File: src/rtl/core/fenwick_prefix_sum_table_defines.svh
// Assertion macros shared by the prefix-sum table modules
`ifndef FENWICK_PREFIX_SUM_TABLE_DEFINES_SVH
`define FENWICK_PREFIX_SUM_TABLE_DEFINES_SVH

// check while out of reset
`define FPST_ASSERT(lbl, prop, msg) \
  lbl: assert property (@(posedge clk) disable iff (rst) prop) else $error(msg);

// check at every edge, reset included
`define FPST_ASSERT_ALWAYS(lbl, prop, msg) \
  lbl: assert property (@(posedge clk) prop) else $error(msg);

`endif

File: src/rtl/core/fpst_pkg.sv
// Types and constants shared by the prefix-sum table controller and datapath
package fpst_pkg;

  localparam int CMD_W      = 3;
  localparam int IDX_W      = 10;
  localparam int REND_W     = 11;
  localparam int OPER_W     = 32;
  localparam int SUM_W      = 32;
  localparam int POS_W      = 11;
  localparam int CFG_W      = 11;
  localparam int IN_DATA_W  = 56;
  localparam int OUT_DATA_W = 48;
  localparam int OUT_PAD_W  = OUT_DATA_W - SUM_W - POS_W;
  localparam int OUT_USER_W = 1;

  localparam logic [CFG_W-1:0] CFG_RESET = 11'd1024;

  typedef enum logic [CMD_W-1:0] {
    CMD_CLEAR       = 3'd0,
    CMD_ADD         = 3'd1,
    CMD_SET         = 3'd2,
    CMD_GET         = 3'd3,
    CMD_PREFIX      = 3'd4,
    CMD_RANGE       = 3'd5,
    CMD_LOWER_BOUND = 3'd6
  } cmd_t;

  typedef enum logic [3:0] {
    S_CLR_BOOT,
    S_IDLE,
    S_DISPATCH,
    S_CLR_CMD,
    S_WALK_A,
    S_WALK_B,
    S_UPD,
    S_LB_STEP,
    S_LB_CMP,
    S_RESP
  } state_t;

  typedef struct packed {
    logic load;
    logic clr_step;
    logic walk_a_init;
    logic walk_b_init;
    logic walk_step;
    logic upd_init;
    logic upd_step;
    logic lb_init;
    logic lb_step;
    logic lb_cmp;
    logic out_load;
  } ctrl_cmd_t;

  typedef struct packed {
    logic [CMD_W-1:0] command;
    logic             fail;
    logic             clr_last;
    logic             walk_done;
    logic             upd_done;
    logic             lb_done;
    logic             lb_hit;
    logic             out_free;
  } dp_status_t;

endpackage

File: src/rtl/core/fpst_ctrl.sv
// Sequencing state machine of the prefix-sum table
`include "fenwick_prefix_sum_table_defines.svh"

module fpst_ctrl (
  input  logic                   clk,
  input  logic                   rst,
  input  logic                   in_valid,
  output logic                   in_ready,
  input  fpst_pkg::dp_status_t   status,
  output fpst_pkg::ctrl_cmd_t    cmd
);
  import fpst_pkg::*;

  state_t state, state_next;

  always_ff @(posedge clk) begin
    if (rst) begin
      state <= S_CLR_BOOT;
    end else begin
      state <= state_next;
    end
  end

  always_comb begin
    state_next = state;
    case (state)
      S_CLR_BOOT: begin
        if (status.clr_last) state_next = S_IDLE;
      end
      S_IDLE: begin
        if (in_valid) state_next = S_DISPATCH;
      end
      S_DISPATCH: begin
        if (status.fail) begin
          state_next = S_RESP;
        end else begin
          case (status.command)
            CMD_CLEAR:       state_next = S_CLR_CMD;
            CMD_ADD:         state_next = S_UPD;
            CMD_LOWER_BOUND: state_next = S_LB_STEP;
            default:         state_next = S_WALK_A;
          endcase
        end
      end
      S_CLR_CMD: begin
        if (status.clr_last) state_next = S_RESP;
      end
      S_WALK_A: begin
        if (status.walk_done) state_next = S_WALK_B;
      end
      S_WALK_B: begin
        if (status.walk_done) begin
          state_next = (status.command == CMD_SET) ? S_UPD : S_RESP;
        end
      end
      S_UPD: begin
        if (status.upd_done) state_next = S_RESP;
      end
      S_LB_STEP: begin
        if (status.lb_done) begin
          state_next = S_RESP;
        end else if (status.lb_hit) begin
          state_next = S_LB_CMP;
        end
      end
      S_LB_CMP: begin
        state_next = S_LB_STEP;
      end
      S_RESP: begin
        if (status.out_free) state_next = S_IDLE;
      end
      default: begin
        state_next = S_CLR_BOOT;
      end
    endcase
  end

  always_comb begin
    cmd      = '0;
    in_ready = 1'b0;
    case (state)
      S_CLR_BOOT, S_CLR_CMD: begin
        cmd.clr_step = 1'b1;
      end
      S_IDLE: begin
        in_ready = 1'b1;
        cmd.load = in_valid;
      end
      S_DISPATCH: begin
        if (!status.fail) begin
          case (status.command)
            CMD_CLEAR:       cmd.clr_step    = 1'b0;
            CMD_ADD:         cmd.upd_init    = 1'b1;
            CMD_LOWER_BOUND: cmd.lb_init     = 1'b1;
            default:         cmd.walk_a_init = 1'b1;
          endcase
        end
      end
      S_WALK_A: begin
        if (status.walk_done) begin
          cmd.walk_b_init = 1'b1;
        end else begin
          cmd.walk_step = 1'b1;
        end
      end
      S_WALK_B: begin
        if (status.walk_done) begin
          cmd.upd_init = (status.command == CMD_SET);
        end else begin
          cmd.walk_step = 1'b1;
        end
      end
      S_UPD: begin
        cmd.upd_step = 1'b1;
      end
      S_LB_STEP: begin
        cmd.lb_step = !status.lb_done;
      end
      S_LB_CMP: begin
        cmd.lb_cmp = 1'b1;
      end
      S_RESP: begin
        cmd.out_load = status.out_free;
      end
      default: begin
        cmd = '0;
      end
    endcase
  end

  `FPST_ASSERT_ALWAYS(a_boot_clear, $past(rst) |-> (state == S_CLR_BOOT), "no clearing pass after reset")
  `FPST_ASSERT(a_accept_dispatch, (state == S_IDLE && in_valid) |=> (state == S_DISPATCH), "accepted transfer not dispatched")
  `FPST_ASSERT(a_resp_idle, (state == S_RESP && status.out_free) |=> (state == S_IDLE), "result load did not return to idle")
  `FPST_ASSERT(a_walk_resp, (state == S_WALK_B && status.walk_done && status.command != CMD_SET) |=> (state == S_RESP), "read command did not respond after second walk")

endmodule

File: config.mk
export PLATFORM = sky130hd
export DESIGN_NAME = fpst_ctrl
export DESIGN_NICKNAME = d
export VERILOG_FILES = /design/src/rtl/core/fpst_pkg.sv /design/src/rtl/core/fpst_ctrl.sv
export VERILOG_INCLUDE_DIRS = /design/src /design/src/rtl/core
export SDC_FILE = /design/constraint.sdc
export NUM_CORES = 1
export LEC_CHECK = 0
export ABC_AREA = 1
export BUFFER_PORTS_ARGS = -buffer_cell sky130_fd_sc_hd__buf_2
export CAP_MARGIN = 20
export CORE_AREA = 4 4 41 43
export CTS_CLUSTER_SIZE = 16
export DETAILED_ROUTE_END_ITERATION = 8
export DIE_AREA = 0 0 45 47
export PLACE_DENSITY = 0.77
export SETUP_SLACK_MARGIN = 0.2
export SYNTH_ARGS = -nofsm -noshare
export SYNTH_HDL_FRONTEND = slang
export SYNTH_SLANG_ARGS = --single-unit
File: constraint.sdc
create_clock -name clk -period 1.6 [get_ports clk]
set_input_delay 0 -clock clk [delete_from_list [all_inputs] [get_ports clk]]
set_output_delay 0 -clock clk [all_outputs]
set_load 0.05 [all_outputs]
==> results.cfg <==
[global_route]
grt_pass1_wl_um = 2710
gr-usage-all-layers = 0.175
grt_pass1_vias = 654
antenna_found_initial = 0
grt_max_degree = 7
grt-ovfl-total = 0

[synthesis]
synth_area_um2 = 568
synth_nets = 117
synth_cell_type_count = 19
synth.avg_cell_area_um2 = 5.46
yosys.area.top_type = nand2_1
yosys-top-cells-count = nand2_1 (25), inv_1 (17), nor2_1 (15)
yosysSeqAreaShare = 0.141
synth_async_sr_flop_share = 0
synthCells = 104
synth_most_common_cell = nand2_1
synth_top_area_share = 0.165
ys.flop_type = dfxtp_1
synth_warnings = 0
ys_top_cells_by_area = nand2_1 (17%), dfxtp_1 (14%), inv_1 (11%), nor2_1 (9.9%), nand3_1 (7.0%)
synth-edff-count = 0
synth_seq_cells = 4

[detailed_routing]
drtAntennaViolNets = 0
drt-initial-drc-count = 18
drt-total-wl_um = 1770
vias = 764
post-route-drc-count = 0
viasPerCell = 5.03
wl_per_cell_um = 11.7
drt_first_pass_iters = 4

[sta]
min_period_ns = 1.40
slew_violations = 0
fin_tns_setup_ns = 0
hold_viol = 0
timing.slew.headroom = 0.735
worstMarginPinSlew_ns = 0.393
rsz0062_at_grt = yes
clock.fmax_mhz = 717
fin_crit_sh = 0.872
finClkSkew_ns = 0.00541
setup_viol = 0

[finish]
num_antenna_cells = 0
ff_latch_area_um2 = 92.6
fillCellCount = 120
reg_top3 = state (4)
multiInputGateArea_um2 = 473
syn_to_final_growth_pct = 60.8
nNetsFinal = 152
largest_reg_flops = 4
drive_gt1_frac = 0.489
regMostFlops = state
final_util = 0.702

[clocking]
cts.sinks = 4
htreeDepth = 1
clk_pin_slew_worst_paths_ns = 0.04
clockRootBuffer = clkbuf_4
clock_latency_ns = 0.24
cts_tree = done
cts.path.max_buffers = 2
numCtsBuffers = 3

[critical_path]
path_class = reg2out
required_ns = 1.60
start_kind = register
crit_fanout = 4
worstPathArrival_ns = 1.40
critPathCaptureType = output port

[pwr]
clkPwrFrac = 0.100
intPower_mw = 0.548
p_sw_mw = 0.702
pwr-share-comb = 0.744
swShare = 0.561
leakage_nw = 0.477
ir_drop_uv = 843
power_density_nw_per_um2 = 1370
seq_power_share = 0.156

[floorplanning]
initial_core_util = 0.437
core_area_um2 = 1300
rows = 13
die_w_um = 45
die_h_um = 47
ioPinCount = 25
dieArea_um2 = 2120

[job]
cap_viol_max_count = 0

[place]
numPortBuffers = 24
dp_hpwl_um = 1240
gp_congestion = 0.844

[min_path]
min_path_type = in2reg

[run_status]
outcome = complete, no violations
[per-layer routing]
layer	GRT usage	wire, um	part of all wire	up-vias
met5	0	0	0	-
met4	0.0936	7	0.0039	0
met3	0.00383	133	0.075	2
met2	0.325	945	0.53	34
met1	0.202	687	0.39	338
li1	-	-	-	390
[placed cells by master (no fill, tap or decap), types with 2 or more instances in the layout]
| cell | netlist | layout |
|---|---|---|
| nand2_1 | 25 | 24 |
| buf_2 | 0 | 18 |
| inv_1 | 17 | 15 |
| nor2_1 | 15 | 11 |
| nor2_4 | 2 | 9 |
| nand3_1 | 8 | 8 |
| buf_4 | 0 | 6 |
| inv_2 | 4 | 5 |
| a21oi_1 | 6 | 5 |
| nand2_2 | 4 | 4 |
| nand3b_1 | 4 | 4 |
| buf_6 | 1 | 4 |
| nor2_2 | 6 | 3 |
| clkbuf_4 | 0 | 3 |
| dfxtp_4 | 0 | 3 |
| nand2_4 | 1 | 2 |
| o21ai_0 | 2 | 2 |
[power groups by stage]
| stage | clock network, mW | logic (mW) | registers [mW] |
|---|---|---|---|
| 2_1_floorplan | 0 | 0.646 | 0.170 |
| 3_3_place_gp | 0 | 0.759 | 0.192 |
| 3_5_place_dp | 0 | 0.765 | 0.194 |
| 4_1_cts | 0.129 | 0.819 | 0.200 |
| 5_1_grt | 0.131 | 1.00 | 0.200 |
| 6_report | 0.125 | 0.930 | 0.195 |
[critical path, stage by stage (launching register included)]
cell	delay, ns
dfxtp_4	0.35
inv_2	0.07
nor2_4	0.14
nand2_2	0.09
nor2_4	0.16
inv_2	0.07
nor2_4	0.12
buf_8	0.16
[kinds of logic after synthesis]
family	synth area share
flops	0.141
compound gates	0.0881
buf+inv	0.159
simple gates	0.612
[layout make-up]
type                       count  area share
tap                           15      0.0205
multi-input combinational     78       0.518
clock buffer                   3      0.0247
inverter                      21      0.0890
sequential                     4       0.101
timing repair buffer          31       0.247
[per-stage QoR]
step / power [mW] / worst slack, ns / instances / cell area (um2) / hold slack, ns
4_1_cts: 1.15 / 0.219 / 149 / 838 / 0.0999
5_1_grt: 1.33 / 0.157 / 152 / 913 / 0.147
3_3_place_gp: 0.951 / 0.159 / 142 / 746 / 0.202
6_report: 1.25 / 0.205 / 152 / 913 / 0.102
3_5_place_dp: 0.959 / 0.124 / 142 / 746 / 0.199
2_1_floorplan: 0.816 / 0.101 / 104 / 618 / 0.0617
[worst paths after layout]
check / slack, ns / cells past startpoint / from / endpoint
setup / recovery: 0.20 / 7 / state[1]$_SDFFE_PP0P_ / cmd[8]
hold reg to reg: 0.52 / 2 / state[0]$_SDFFE_PP0P_ / state[0]$_SDFFE_PP0P_
hold / removal: 0.10 / 4 / status[0] / state[3]$_SDFFE_PP0P_
setup reg to reg: 0.31 / 9 / state[3]$_SDFFE_PP0P_ / state[2]$_SDFFE_PP0P_
[repair_timing]
item,4_1_cts,5_1_grt
endpoints found under the setup margin,13,6
endpoints found under the hold margin,4,0
pin swaps,0,5
setup buffers,3,3
hold buffers,1,0
gates resized for setup,12,15
Note: power is estimated with default switching activity, not from simulation.
